--- src/design/crt_timing_controller_defines.svh ---
// assertion macros for the crt timing controller module
// no dependencies
`ifndef CRT_TIMING_CONTROLLER_DEFINES_SVH
`define CRT_TIMING_CONTROLLER_DEFINES_SVH

// implication checked on every edge outside reset
`define CRT_ASSERT_IMPL(label, clk, rst, ante, cons) \
   label: assert property (@(posedge clk) disable iff (rst) (ante) |-> (cons)) \
      else $error("crt check failed");

// implication checked in the cycle after the antecedent
`define CRT_ASSERT_NEXT(label, clk, rst, ante, cons) \
   label: assert property (@(posedge clk) disable iff (rst) (ante) |=> (cons)) \
      else $error("crt check failed");

`endif

--- src/design/crt_pkg.sv ---
// package for the crt timing controller: operation codes, widths, registers
// no dependencies
`timescale 1ns / 1ps

package crt_pkg;

   localparam int AddrWidth = 14;
   localparam logic [AddrWidth-1:0] AddrMask = 14'h3fff;
   localparam logic [7:0] ModeMask = 8'hf3;
   localparam logic [5:0] BlinkModulus = 6'd50;
   localparam logic [5:0] BlinkHalf = 6'd25;
   localparam logic [4:0] VsyncCountMax = 5'd31;
   localparam logic [4:0] VsyncDefault = 5'd16;

   typedef enum logic [2:0] {
      OP_TICK   = 3'd0,
      OP_SELECT = 3'd1,
      OP_WRITE  = 3'd2,
      OP_READ   = 3'd3,
      OP_FRAME  = 3'd4,
      OP_PRESET = 3'd5
   } op_type;

   localparam logic [4:0] REG_HTOTAL  = 5'd0;
   localparam logic [4:0] REG_HDISP   = 5'd1;
   localparam logic [4:0] REG_HSPOS   = 5'd2;
   localparam logic [4:0] REG_SYNCW   = 5'd3;
   localparam logic [4:0] REG_VTOTAL  = 5'd4;
   localparam logic [4:0] REG_VADJ    = 5'd5;
   localparam logic [4:0] REG_VDISP   = 5'd6;
   localparam logic [4:0] REG_VSPOS   = 5'd7;
   localparam logic [4:0] REG_MODE    = 5'd8;
   localparam logic [4:0] REG_MAXSCAN = 5'd9;
   localparam logic [4:0] REG_CURST   = 5'd10;
   localparam logic [4:0] REG_CUREND  = 5'd11;
   localparam logic [4:0] REG_SAHI    = 5'd12;
   localparam logic [4:0] REG_SALO    = 5'd13;
   localparam logic [4:0] REG_CAHI    = 5'd14;
   localparam logic [4:0] REG_CALO    = 5'd15;

   typedef struct packed {
      logic [2:0]  operation;
      logic [7:0]  data;
      logic [13:0] preset_address;
   } req_type;

   typedef struct packed {
      logic [13:0] refresh_address;
      logic [4:0]  row_address;
      logic        hsync;
      logic        vsync;
      logic        display_enable;
      logic        cursor_active;
      logic        cursor_blink_phase;
      logic [7:0]  read_data;
   } rsp_type;

endpackage

--- src/design/crt_if.sv ---
// valid/ready channel interfaces for requests, results and configuration
// depends on crt_pkg
`timescale 1ns / 1ps

interface crt_req_if import crt_pkg::*; ();
   logic    valid;
   logic    ready;
   req_type payload;
   modport source (output valid, output payload, input ready);
   modport sink (input valid, input payload, output ready);
endinterface

interface crt_rsp_if import crt_pkg::*; ();
   logic    valid;
   logic    ready;
   rsp_type payload;
   modport source (output valid, output payload, input ready);
   modport sink (input valid, input payload, output ready);
endinterface

interface crt_csr_if ();
   logic valid;
   logic ready;
   logic data;
   modport source (output valid, output data, input ready);
   modport sink (input valid, input data, output ready);
endinterface

--- src/design/crt_timing_controller.sv ---
// crt timing controller top level: register file, timing counters, output register
// depends on crt_pkg, crt_if and crt_timing_controller_defines.svh
// result valid is registered: it rises in the cycle after the request transfer
// throughput: one item per cycle while rsp.ready holds; the whole update for an item is one pass of logic
// ready stays high while the result register is empty or being drained
// reset (synchronous, active high) clears all registers and counters but the result payload; wrap flags set
`timescale 1ns / 1ps
`include "crt_timing_controller_defines.svh"

module crt_timing_controller import crt_pkg::*; (
   input logic          clock,
   input logic          reset,
   crt_req_if.sink      req,
   crt_rsp_if.source    rsp,
   crt_csr_if.sink      csr
);

   // programmed registers
   logic       personality_ff;
   logic [4:0] sel_ff, sel_in;
   logic [7:0] htot_ff, htot_in, hdisp_ff, hdisp_in, hspos_ff, hspos_in, syncw_ff, syncw_in;
   logic [6:0] vtot_ff, vtot_in, vdisp_ff, vdisp_in, vspos_ff, vspos_in, curst_ff, curst_in;
   logic [4:0] vadj_ff, vadj_in, maxscan_ff, maxscan_in, curend_ff, curend_in;
   logic [7:0] mode_ff, mode_in;
   logic [4:0] vslen_ff, vslen_in;
   logic [13:0] sa_ff, sa_in, ca_ff, ca_in;
   // counters
   logic [7:0] col_ff, col_in;
   logic [4:0] scan_ff, scan_in;
   logic [6:0] row_ff, row_in;
   logic cwrap_ff, cwrap_in, swrap_ff, swrap_in, rwrap_ff, rwrap_in;
   logic [3:0] hsw_ff, hsw_in;
   logic [4:0] vsw_ff, vsw_in, adj_ff, adj_in;
   logic adjact_ff, adjact_in;
   logic [13:0] ma_ff, ma_in, marow_ff, marow_in, manext_ff, manext_in;
   logic hde_ff, hde_in, vde_ff, vde_in, deint_ff, deint_in, deout_ff, deout_in;
   logic hs_ff, hs_in, vs_ff, vs_in, cur_ff, cur_in;
   logic [5:0] blink_ff, blink_in;
   // skew delays, two bits each; the cursor delay also has an expired flag (value -1)
   logic [1:0] curd_ff, curd_in, end_ff, end_in, disd_ff, disd_in;
   logic curexp_ff, curexp_in;
   logic fcs_ff, fcs_in, fco_ff, fco_in, fen_ff, fen_in, fdis_ff, fdis_in;
   // result register
   logic    rsp_valid_ff;
   rsp_type rsp_ff, rsp_in;

   logic req_xfer;
   logic [7:0] rd;
   logic [2:0] op;
   logic [7:0] dat;

   assign req.ready  = !rsp_valid_ff || rsp.ready;
   assign req_xfer   = req.valid && req.ready;
   assign csr.ready  = 1'b1;
   assign rsp.valid  = rsp_valid_ff;
   assign rsp.payload = rsp_ff;
   assign op  = req.payload.operation;
   assign dat = req.payload.data;

   // one pass of next-state logic per item
   always_comb begin
      logic nx;
      logic [1:0] skew_de;
      sel_in = sel_ff; htot_in = htot_ff; hdisp_in = hdisp_ff; hspos_in = hspos_ff;
      syncw_in = syncw_ff; vtot_in = vtot_ff; vadj_in = vadj_ff; vdisp_in = vdisp_ff;
      vspos_in = vspos_ff; mode_in = mode_ff; maxscan_in = maxscan_ff; curst_in = curst_ff;
      curend_in = curend_ff; sa_in = sa_ff; ca_in = ca_ff; vslen_in = vslen_ff;
      col_in = col_ff; scan_in = scan_ff; row_in = row_ff;
      cwrap_in = cwrap_ff; swrap_in = swrap_ff; rwrap_in = rwrap_ff;
      hsw_in = hsw_ff; vsw_in = vsw_ff; adj_in = adj_ff; adjact_in = adjact_ff;
      ma_in = ma_ff; marow_in = marow_ff; manext_in = manext_ff;
      hde_in = hde_ff; vde_in = vde_ff; deint_in = deint_ff; deout_in = deout_ff;
      hs_in = hs_ff; vs_in = vs_ff; cur_in = cur_ff; blink_in = blink_ff;
      curd_in = curd_ff; curexp_in = curexp_ff; end_in = end_ff; disd_in = disd_ff;
      fcs_in = fcs_ff; fco_in = fco_ff; fen_in = fen_ff; fdis_in = fdis_ff;
      rd = 8'd0;
      nx = 1'b0;
      skew_de = mode_ff[5:4];
      unique case (op)
         OP_TICK: begin
            ma_in  = (ma_ff + 14'd1) & AddrMask;
            col_in = col_ff + 8'd1;
            if (cwrap_ff) begin
               col_in = 8'd0; cwrap_in = 1'b0; hde_in = 1'b1;
               nx = vde_in;
               if (nx && !deint_in) begin
                  end_in = skew_de; if (skew_de != 2'd3) fen_in = 1'b1;
               end
               if (!nx && deint_in) begin disd_in = skew_de; fdis_in = 1'b1; end
               deint_in = nx;
               ma_in = marow_ff;
               scan_in = scan_ff + ((mode_ff[1:0] == 2'd3) ? 5'd2 : 5'd1);
               if (adjact_ff) adj_in = adj_ff + 5'd1;
               if (vs_ff && vsw_ff < VsyncCountMax) vsw_in = vsw_ff + 5'd1;
               if (swrap_ff) begin
                  scan_in = 5'd0; swrap_in = 1'b0;
                  marow_in = manext_ff; ma_in = manext_ff;
                  row_in = row_ff + 7'd1;
                  if (rwrap_ff) begin
                     rwrap_in = 1'b0;
                     if (vadj_ff != 5'd0) begin
                        adjact_in = 1'b1; adj_in = 5'd0;
                     end else begin
                        scan_in = 5'd0; row_in = 7'd0; vde_in = 1'b1;
                        nx = hde_in;
                        if (nx && !deint_in) begin
                           end_in = skew_de; if (skew_de != 2'd3) fen_in = 1'b1;
                        end
                        if (!nx && deint_in) begin disd_in = skew_de; fdis_in = 1'b1; end
                        deint_in = nx;
                        ma_in = sa_ff; marow_in = sa_ff; manext_in = sa_ff;
                     end
                  end
                  if (row_in == vtot_ff && !adjact_in) rwrap_in = 1'b1;
                  if (row_in == vdisp_ff) begin
                     vde_in = 1'b0;
                     if (deint_in) begin disd_in = skew_de; fdis_in = 1'b1; end
                     deint_in = 1'b0;
                  end
                  if (row_in == vspos_ff) vs_in = 1'b1;
               end
               if (vs_in && vsw_in == vslen_ff) begin vsw_in = 5'd0; vs_in = 1'b0; end
               if (adjact_in && adj_in == vadj_ff) begin
                  adjact_in = 1'b0; adj_in = 5'd0;
                  scan_in = 5'd0; row_in = 7'd0; vde_in = 1'b1;
                  nx = hde_in;
                  if (nx && !deint_in) begin
                     end_in = skew_de; if (skew_de != 2'd3) fen_in = 1'b1;
                  end
                  if (!nx && deint_in) begin disd_in = skew_de; fdis_in = 1'b1; end
                  deint_in = nx;
                  ma_in = sa_ff; marow_in = sa_ff; manext_in = sa_ff;
                  if (row_in == vspos_ff) vs_in = 1'b1;
               end
               if (scan_in == maxscan_ff) swrap_in = 1'b1;
            end
            if (col_in == htot_ff) cwrap_in = 1'b1;
            if (col_in == hdisp_ff) begin
               manext_in = ma_in; hde_in = 1'b0;
               if (deint_in) begin disd_in = skew_de; fdis_in = 1'b1; end
               deint_in = 1'b0;
            end
            if (hs_ff) hsw_in = hsw_ff + 4'd1;
            if (col_in == hspos_ff && syncw_ff[3:0] != 4'd0) hs_in = 1'b1;
            if (hs_in && hsw_in == syncw_ff[3:0]) begin hsw_in = 4'd0; hs_in = 1'b0; end
            if (ma_in == ca_ff && scan_in >= curst_ff[4:0] && scan_in <= curend_ff
                && deint_in) begin
               curd_in = mode_ff[7:6]; curexp_in = 1'b0;
               if (mode_ff[7:6] != 2'd3) fcs_in = 1'b1;
            end
            if (fco_in) begin fco_in = 1'b0; cur_in = 1'b0; end
            if (fcs_in) begin
               if (!curexp_in) begin
                  if (curd_in == 2'd0) curexp_in = 1'b1;
                  else curd_in = curd_in - 2'd1;
               end
               if (curexp_in && curst_ff[6:5] != 2'b01) begin
                  fcs_in = 1'b0; fco_in = 1'b1; cur_in = 1'b1;
               end
            end
            if (fen_in) begin
               if (end_in == 2'd0) begin fen_in = 1'b0; deout_in = 1'b1; end
               else end_in = end_in - 2'd1;
            end
            if (fdis_in) begin
               if (disd_in == 2'd0) begin fdis_in = 1'b0; deout_in = 1'b0; end
               else disd_in = disd_in - 2'd1;
            end
         end
         OP_SELECT: sel_in = dat[4:0];
         OP_WRITE: begin
            unique case (sel_ff)
               REG_HTOTAL:  htot_in = dat;
               REG_HDISP:   hdisp_in = dat;
               REG_HSPOS:   hspos_in = dat;
               REG_SYNCW: begin
                  syncw_in = dat;
                  vslen_in = (dat[7:4] == 4'd0) ? VsyncDefault : {1'b0, dat[7:4]};
               end
               REG_VTOTAL:  vtot_in = dat[6:0];
               REG_VADJ:    vadj_in = dat[4:0];
               REG_VDISP:   vdisp_in = dat[6:0];
               REG_VSPOS:   vspos_in = dat[6:0];
               REG_MODE:    mode_in = dat & ModeMask;
               REG_MAXSCAN: maxscan_in = dat[4:0];
               REG_CURST:   curst_in = dat[6:0];
               REG_CUREND:  curend_in = dat[4:0];
               REG_SAHI:    sa_in = {dat[5:0], sa_ff[7:0]};
               REG_SALO:    sa_in = {sa_ff[13:8], dat};
               REG_CAHI:    ca_in = {dat[5:0], ca_ff[7:0]};
               REG_CALO:    ca_in = {ca_ff[13:8], dat};
               default: ;
            endcase
         end
         OP_READ: begin
            unique case (sel_ff)
               REG_SAHI: rd = personality_ff ? {2'b00, sa_ff[13:8]} : 8'd0;
               REG_SALO: rd = personality_ff ? sa_ff[7:0] : 8'd0;
               REG_CAHI: rd = {2'b00, ca_ff[13:8]};
               REG_CALO: rd = ca_ff[7:0];
               default:  rd = 8'd0;
            endcase
         end
         OP_FRAME: blink_in = (blink_ff == BlinkModulus - 6'd1) ? 6'd0 : blink_ff + 6'd1;
         OP_PRESET: begin
            ma_in = req.payload.preset_address;
            marow_in = req.payload.preset_address;
            manext_in = req.payload.preset_address;
         end
         default: ;
      endcase
      rsp_in.refresh_address    = ma_in;
      rsp_in.row_address        = scan_in;
      rsp_in.hsync              = hs_in;
      rsp_in.vsync              = vs_in;
      rsp_in.display_enable     = deout_in;
      rsp_in.cursor_active      = cur_in;
      rsp_in.cursor_blink_phase = blink_in > BlinkHalf;
      rsp_in.read_data          = rd;
   end

   // state update on each request transfer; personality bit loaded on each csr valid
   always_ff @(posedge clock) begin
      if (reset) begin
         personality_ff <= 1'b0;
         sel_ff <= '0; htot_ff <= '0; hdisp_ff <= '0; hspos_ff <= '0; syncw_ff <= '0;
         vtot_ff <= '0; vadj_ff <= '0; vdisp_ff <= '0; vspos_ff <= '0; mode_ff <= '0;
         maxscan_ff <= '0; curst_ff <= '0; curend_ff <= '0; sa_ff <= '0; ca_ff <= '0;
         vslen_ff <= '0; col_ff <= '0; scan_ff <= '0; row_ff <= '0;
         cwrap_ff <= 1'b1; swrap_ff <= 1'b1; rwrap_ff <= 1'b1;
         hsw_ff <= '0; vsw_ff <= '0; adj_ff <= '0; adjact_ff <= 1'b0;
         ma_ff <= '0; marow_ff <= '0; manext_ff <= '0;
         hde_ff <= 1'b0; vde_ff <= 1'b0; deint_ff <= 1'b0; deout_ff <= 1'b0;
         hs_ff <= 1'b0; vs_ff <= 1'b0; cur_ff <= 1'b0; blink_ff <= '0;
         curd_ff <= '0; curexp_ff <= 1'b0; end_ff <= '0; disd_ff <= '0;
         fcs_ff <= 1'b0; fco_ff <= 1'b0; fen_ff <= 1'b0; fdis_ff <= 1'b0;
         rsp_valid_ff <= 1'b0;
      end else begin
         if (csr.valid) personality_ff <= csr.data;
         if (req_xfer) begin
            sel_ff <= sel_in; htot_ff <= htot_in; hdisp_ff <= hdisp_in;
            hspos_ff <= hspos_in; syncw_ff <= syncw_in; vtot_ff <= vtot_in;
            vadj_ff <= vadj_in; vdisp_ff <= vdisp_in; vspos_ff <= vspos_in;
            mode_ff <= mode_in; maxscan_ff <= maxscan_in; curst_ff <= curst_in;
            curend_ff <= curend_in; sa_ff <= sa_in; ca_ff <= ca_in; vslen_ff <= vslen_in;
            col_ff <= col_in; scan_ff <= scan_in; row_ff <= row_in;
            cwrap_ff <= cwrap_in; swrap_ff <= swrap_in; rwrap_ff <= rwrap_in;
            hsw_ff <= hsw_in; vsw_ff <= vsw_in; adj_ff <= adj_in; adjact_ff <= adjact_in;
            ma_ff <= ma_in; marow_ff <= marow_in; manext_ff <= manext_in;
            hde_ff <= hde_in; vde_ff <= vde_in; deint_ff <= deint_in; deout_ff <= deout_in;
            hs_ff <= hs_in; vs_ff <= vs_in; cur_ff <= cur_in; blink_ff <= blink_in;
            curd_ff <= curd_in; curexp_ff <= curexp_in; end_ff <= end_in;
            disd_ff <= disd_in; fcs_ff <= fcs_in; fco_ff <= fco_in;
            fen_ff <= fen_in; fdis_ff <= fdis_in;
            rsp_valid_ff <= 1'b1;
         end else if (rsp.ready) begin
            rsp_valid_ff <= 1'b0;
         end
      end
   end

   // result payload register
   always_ff @(posedge clock) begin
      if (req_xfer) rsp_ff <= rsp_in;
   end

   `CRT_ASSERT_IMPL(a_blink_range, clock, reset, 1'b1, blink_ff < BlinkModulus)
   `CRT_ASSERT_NEXT(a_xfer_fills, clock, reset, req_xfer, rsp_valid_ff)
   `CRT_ASSERT_IMPL(a_cursor_one_char, clock, reset, cur_ff, fco_ff)
   `CRT_ASSERT_IMPL(a_vsync_sat, clock, reset, 1'b1, vsw_ff <= VsyncCountMax)

endmodule
--- src/flat_wrapper.sv ---
// flat-port wrapper written by rule: the top's interface ports become plain ports
module crt_timing_controller_flat import crt_pkg::*;
  (clock, reset, req_valid, req_payload, req_ready, rsp_valid, rsp_payload, rsp_ready, csr_valid, csr_data, csr_ready);
  crt_req_if req_i ();
  crt_rsp_if rsp_i ();
  crt_csr_if csr_i ();
  input logic clock;
  input logic reset;
  input wire logic [$bits(req_i.valid)-1:0] req_valid;
  input wire logic [$bits(req_i.payload)-1:0] req_payload;
  output wire logic [$bits(req_i.ready)-1:0] req_ready;
  output wire logic [$bits(rsp_i.valid)-1:0] rsp_valid;
  output wire logic [$bits(rsp_i.payload)-1:0] rsp_payload;
  input wire logic [$bits(rsp_i.ready)-1:0] rsp_ready;
  input wire logic [$bits(csr_i.valid)-1:0] csr_valid;
  input wire logic [$bits(csr_i.data)-1:0] csr_data;
  output wire logic [$bits(csr_i.ready)-1:0] csr_ready;
  assign req_i.valid = req_valid;
  assign req_i.payload = req_payload;
  assign req_ready = req_i.ready;
  assign rsp_valid = rsp_i.valid;
  assign rsp_payload = rsp_i.payload;
  assign rsp_i.ready = rsp_ready;
  assign csr_i.valid = csr_valid;
  assign csr_i.data = csr_data;
  assign csr_ready = csr_i.ready;
  crt_timing_controller u_core (.clock(clock), .reset(reset), .req(req_i), .rsp(rsp_i), .csr(csr_i));
endmodule
--- config.mk ---
export PLATFORM = sky130hd
export DESIGN_NAME = crt_timing_controller_flat
export DESIGN_NICKNAME = d
export VERILOG_FILES = /design/src/design/crt_pkg.sv /design/src/design/crt_if.sv /design/src/design/crt_timing_controller.sv /design/src/flat_wrapper.sv
export VERILOG_INCLUDE_DIRS = /design/src /design/src/design
export SDC_FILE = /design/constraint.sdc
export NUM_CORES = 1
export LEC_CHECK = 0
export ABC_AREA = 1
export CORE_MARGIN = 2
export CORE_UTILIZATION = 66
export CTS_CLUSTER_SIZE = 25
export DETAILED_ROUTE_END_ITERATION = 8
export DONT_BUFFER_PORTS = 1
export GPL_TIMING_DRIVEN = 0
export PLACE_DENSITY = 0.82
export REMOVE_ABC_BUFFERS = 1
export SETUP_SLACK_MARGIN = 0.2
export SLEW_MARGIN = 20
export SYNTH_ARGS = -nofsm -noshare
export SYNTH_HDL_FRONTEND = slang
export SYNTH_SLANG_ARGS = --single-unit
--- constraint.sdc ---
create_clock -name clock -period 8.25 [get_ports clock]
set_input_delay 0.4125 -clock clock [delete_from_list [all_inputs] [get_ports clock]]
set_output_delay 0.4125 -clock clock [all_outputs]
set_load 0.02 [all_outputs]
# == Word-level counts from Yosys, hierarchy flattened ==
# Cells that the tools add are included.
# word_totals
word_cells,337
inputBits,31
reg_bits,252
out_inout_bits,35
# op_classes
n_reduce_logical,53
n_bitwise,4
eq_ne,39
n_mux,170
magnitude_cmp,4
addsub,11
# op_table
op,n
$mux 14,11
$pmux 14 s2,5
$mux 5,19
$mux 1,91
$mux 2,27
$mux 7,7
$reduce_and 3->1,14
$eq 5x4->1 const B,8
$pmux 8 s4,1
$reduce_and 4->1,7
$eq 8x8->1,3
$mux 8,3
$eq 7x7->1,3
$eq 5x3->1 const B,4
$mux 6,3
$eq 5x5->1,3
$add 14x1->14 const B,1
$eq 14x14->1,1
$logic_and 1x1->1,13
$mux 4,3
$add 5x1->5 const B,2
$eq 5x2->1 const B,2
$add 8x1->8 const B,1
$add 7x1->7 const B,1
other kinds (31),48

# == Logic depth before layout (Yosys ltp) ==
# logic_depth
ltp_word,30
ltp_mapped,39
ltp_nobuf,37

# == Worst setup path after synthesis ==
# OpenSTA, ideal clock, no wires.
# synth_timing
path_kind,register -> register
startpoint,register u_core.adj_ff[0]
endpoint,register u_core.rsp_ff (netlist bit u_core.rsp.payload[9]) (data pin)
setup_ps,254
arrival_time_ps,3392
path_stages_with_launch,36
period_less_slack_ps,3647
n_path_buf,2
required_ps,7996
slack_ps,4603
path_cell_list,dfxtp_1 ha_1 nand3_1 nor2_1 nand2_1 nand2_1 nand2_1 nand2_1 nand2_2 nor2_4 nand3_2 buf_6 buf_6 nand2_1 inv_1 nand2_1 o21ai_0 ha_1 inv_1 o21bai_1 a21oi_1 nor2_1 o22ai_1 o21ai_0 inv_1 nand2_1 nor2_1 nand2_1 nor2_2 nand2_1 nand2_1 nand2_2 nand2_1 nand2_2 nand4_2 nand2_1
# synth_between
elab_chain_cells,29
elab_cells_between_ends,43
cone_classes,add/sub (1); order compare (2); eq/ne (2); mux (32); reduce/logical (6)
# synth_rtl
element,line_no,text
start: declaration,crt_timing_controller.sv:33,"logic [4:0] vsw_ff, vsw_in, adj_ff, adj_in;"
start signal: assignment,crt_timing_controller.sv:248,hsw_ff <= hsw_in; vsw_ff <= vsw_in; adj_ff <= adj_in; adjact_ff <= adjact_in;
$add 5x1->5,crt_timing_controller.sv:93,if (adjact_ff) adj_in = adj_ff + 5'd1;
$mux 5 *,crt_timing_controller.sv:93,
$mux 5,crt_timing_controller.sv:101,if (vadj_ff != 5'd0) begin
$mux 5,crt_timing_controller.sv:99,if (rwrap_ff) begin
$mux 5 *,crt_timing_controller.sv:95,if (swrap_ff) begin
$mux 5 *,crt_timing_controller.sv:83,if (cwrap_ff) begin
$mux 5 *,crt_timing_controller.sv:79,unique case (op)
$eq 5x5->1 *,crt_timing_controller.sv:123,if (adjact_in && adj_in == vadj_ff) begin
[14 not listed],n/a,
$mux 1,crt_timing_controller.sv:153,if (!curexp_in) begin
$mux 1,crt_timing_controller.sv:152,if (fcs_in) begin
$mux 1,crt_timing_controller.sv:79,
$logic_and 1x1->1,crt_timing_controller.sv:157,if (curexp_in && curst_ff[6:5] != 2'b01) begin
$mux 1,crt_timing_controller.sv:157,
$mux 1 *,crt_timing_controller.sv:152,
$mux 1 *,crt_timing_controller.sv:79,
via u_core.cur_in,crt_timing_controller.sv:37,"logic hs_ff, hs_in, vs_ff, vs_in, cur_ff, cur_in;"
end signal: assignment,crt_timing_controller.sv:264,if (req_xfer) rsp_ff <= rsp_in;
end: declaration,crt_timing_controller.sv:45,"rsp_type rsp_ff, rsp_in;"
# Mark *: on every way through the listed nets, which the timed path passes. The rest lies on a longest branch. The select of a mux whose other input is x is not followed.
# A chain may end at the register's enable or synchronous reset.

# == Worst setup path after layout ==
# layout_timing
startpoint,register u_core.swrap_ff
endpoint,register u_core.fcs_ff
# layout_between
elab_chain_cells,24
elab_cells_between_ends,46
cone_classes,order compare (2); eq/ne (2); mux (36); reduce/logical (6)
# layout_rtl
element,line_no,text
start: declaration,crt_timing_controller.sv:31,"logic cwrap_ff, cwrap_in, swrap_ff, swrap_in, rwrap_ff, rwrap_in;"
start signal: assignment,crt_timing_controller.sv:247,cwrap_ff <= cwrap_in; swrap_ff <= swrap_in; rwrap_ff <= rwrap_in;
$mux 5,crt_timing_controller.sv:95,
$mux 5,crt_timing_controller.sv:83,
$mux 5,crt_timing_controller.sv:79,
$eq 5x5->1,crt_timing_controller.sv:123,
$logic_and 1x1->1,crt_timing_controller.sv:123,
$mux 5,crt_timing_controller.sv:123,
$mux 5,crt_timing_controller.sv:83,
$mux 5,crt_timing_controller.sv:79,
[8 not listed],n/a,
$logic_not 2->1,crt_timing_controller.sv:154,if (curd_in == 2'd0) curexp_in = 1'b1;
$mux 1,crt_timing_controller.sv:154,
$mux 1,crt_timing_controller.sv:153,
$mux 1,crt_timing_controller.sv:152,
$mux 1,crt_timing_controller.sv:79,
$logic_and 1x1->1,crt_timing_controller.sv:157,
$mux 1,crt_timing_controller.sv:157,
$mux 1 *,crt_timing_controller.sv:152,
end signal: assignment,crt_timing_controller.sv:253,disd_ff <= disd_in; fcs_ff <= fcs_in; fco_ff <= fco_in;
end: declaration,crt_timing_controller.sv:42,"logic fcs_ff, fcs_in, fco_ff, fco_in, fen_ff, fen_in, fdis_ff, fdis_in;"
# Mark *: on every way between the ends. The rest lies on a longest branch, timed or not. The select of a mux whose other input is x is not followed.

==> impl_metrics.yaml <==
clock_tree:
  cts_root_buffer: "clkbuf_16"
  cts.hold.buffers_added: 4
  cts_resized: 0
  cts_tree: "done"
  clkSlewWorstSetupHoldPaths_ns: 0.06
  htreeDepth: 1
  numCtsBuffers: 28
  clk_latency_ns: 0.55
  post-cts-setup-buffer-count: 0
  clockBufferDepth: 3
  clkSinkCount: 252
floorplanning:
  core-area_sq_um: 20300
  num_io_pins: 66
  dieArea_sq_um: 22000
  die_w_um: 148
  start_util_pct: 67.6
  die_h_um: 148
  rows: 52
sta:
  setup_violations: 0
  hold_violations: 0
  maxSlewHeadroom_pct: 23.3
  finalMaxSlewViolations: 0
  clock.fmax_mhz: 167
  worst_pin_slew_ns: 1.15
  fin_tns_setup_ns: 0
  fin_skew_ns: 0.0180
  period_needed_ns: 6.01
  rsz0062_at_grt: "false"
  finalCritPeriodShare_pct: 72.8
  setup_slack_ns: 2.25
worst_setup_path:
  worstPathArrival_ns: 6.49
  worst_path_largest_cell_delay_ns: 0.88
  path_class: "register to register"
  crit_fanout: 56
  endpoint_kind: "register"
  slowest_stage: "nor2_2"
  cp-startpoint: "u_core.swrap_ff$_SDFFE_PP1P_"
  r2r-start: "u_core.swrap_ff$_SDFFE_PP1P_"
  required_ns: 8.74
  critPathLaunchType: "register"
  crit_top_cell: "nand2_1"
logic_synthesis:
  synthCells: 1971
  ys_seq_area_share_pct: 39.1
  synthAdderAreaFrac_pct: 1.97
  yosys.area_share.simple_pct: 23.8
  synth_flop_cell: "dfxtp_1"
  ys.warnings.count: 0
  synth_top_family_by_area: "simple AND/OR/NAND/NOR gates"
  synth_top_cell_area_share_pct: 32.1
  synth.distinct_cells: 51
  synth.area.mux_share_pct: 0.155
  post_synth_xor_area_fraction_pct: 3.13
  yosys-top-cells-area: "dfxtp_1 (32%), nand2_1 (11%), o21ai_0 (8.2%)"
  synth_edf_count: 32
  synth_compound_area_share_pct: 21.7
  synth_area_sq_um: 13700
  async_flop_share_pct: 0
  synth_top_area_cell: "dfxtp_1"
  syn_avg_cell_area_sq_um: 6.96
  ys_ff_latch: 252
global_routing:
  overflow: 0
  grt_pass1_vias: 12221
  antenna_found_initial: 0
  grt_first_pass_wirelength_um: 61600
  grt_max_degree: 106
  grt_usage_pct: 34.7
placement:
  place_ws_ns: 2.43
  gp_congestion: 0.951
  dp_hpwl_um: 25300
  numPortBuffers: 0
cells_and_area:
  area_growth_pct: 7.84
  final_cell_mix: "nand2_1 (385), inv_1 (248), o21ai_0 (226)"
  fin_nets: 1956
  num_antenna_cells: 0
  nFillCells: 1663
  drive_gt1_share_pct: 4.78
  final_common_cell: "nand2_1"
power_and_ir_drop:
  p_total_uw: 2870
  leakagePower_uw: 0.00582
  irDropWorstVdd_mv: 0.171
  p_per_area_nw_per_um2: 194
drt:
  wl_per_cell_um: 17.7
  antenna_left: 0
  num_vias: 13447
  drc: 0
  vias_per_cell: 6.12
  drt_iter0_markers: 1536
  dr.pass1.iters: 6
  routed_wl_um: 38900
hold_path:
  hp-start: "reset"
  hp-class: "input port to register"
run:
  maxCapViolCount: 0
outcome:
  outcome: "finished clean"
cell usage after synthesis, types with 4 or more instances:
| cell type | number |
|---|---|
| or2_2 | 12 |
| nand3_1 | 148 |
| nand4_1 | 39 |
| nand4_2 | 4 |
| inv_1 | 250 |
| buf_1 | 6 |
| o22ai_1 | 11 |
| nor4_1 | 5 |
| o21ai_0 | 226 |
| nand2_1 | 385 |
| o21bai_1 | 14 |
| a211oi_1 | 20 |
| ha_1 | 20 |
| a21oi_1 | 207 |
| a31oi_1 | 36 |
| edfxtp_1 | 32 |
| nor3_1 | 18 |
| a21o_1 | 4 |
| dfxtp_1 | 220 |
| clkbuf_1 | 87 |
| nand3b_1 | 5 |
| xor2_1 | 44 |
| buf_2 | 6 |
| xnor2_1 | 5 |
| nand2_2 | 5 |
| nor2_1 | 106 |
| o211ai_1 | 10 |
| nor2_2 | 4 |
| a22oi_1 | 6 |
metal layers:
metal,GRT usage (%),wire (um),up-vias
met1,45.1,15900,6174
met4,16.7,2070,0
met2,56.9,17700,651
met3,5.12,3280,138
li1,-,-,6484
met5,0,0,-
worst paths after layout:
kind                                                   endpoint  slack [ns]  depth (start not counted)
worst max-delay path                 u_core.fcs_ff$_SDFFE_PP0P_        2.25                         31
worst min-delay path                 u_core.cur_ff$_SDFFE_PP0P_       0.008                          3
worst min register to register  u_core.curst_ff[5]$_SDFFE_PP0P_        0.45                          2
worst max register to register       u_core.fcs_ff$_SDFFE_PP0P_        2.25                         31
flip-flops by register name, indices dropped and copies added, names as in the netlist, 8 cells and up:
signal,cells
u_core.htot_ff,8
u_core.marow_ff,14
u_core.manext_ff,14
u_core.rsp.payload,32
u_core.ca_ff,14
u_core.hspos_ff,8
u_core.sa_ff,14
u_core.ma_ff,14
u_core.hdisp_ff,8
u_core.col_ff,8
through the flow:
stage | cell area [sq um] | utilization (%) | std cells | hold slack [ns]
after floorplan | 13300 | - | 1866 | 0.426
after global placement | 13600 | 67.1 | 2136 | 0.433
after detailed placement | 13700 | 67.7 | 2140 | 0.438
after CTS | 14800 | 72.9 | 2196 | 0.00243
after global routing | 14800 | 72.9 | 2196 | 0.0122
final | 14800 | 72.9 | 2196 | 0.00830
worst max-delay path, delay by kind of cell, from the launching register on:
family	cells	cell delay, ns
flops	1	0.78
buf+inv	4	0.45
simple gates	20	3.57
compound gates	6	0.74
fa+ha+maj	1	0.38
kinds of logic (layout without fill, tap and decap cells):
logic type / count (synthesis) / after routing
other: 1 / 1
XOR/XNOR: 49 / 49
multiplexers: 2 / 2
buffers and inverters: 358 / 313
adder cells (fa/ha/maj): 21 / 21
AO/OA/AOI/OAI: 546 / 546
flip-flops: 252 / 252
AND/OR/NAND/NOR: 742 / 742
layout make-up:
class,instances,area [sq um],share of cell area (%)
well taps,270,338,2.28
clock buffers,39,762,5.15
inverters,253,956,6.46
multi-input cells,1361,7010,47.3
clock inverters,13,231,1.56
flip-flops and latches,252,5370,36.3
repair buffers,8,136,0.922
where the power goes:
part	internal, uW	switching, uW
registers	1280	36.7
logic	60.8	148
clock network	833	517
No activity file was read; power rests on OpenSTA's default activity.
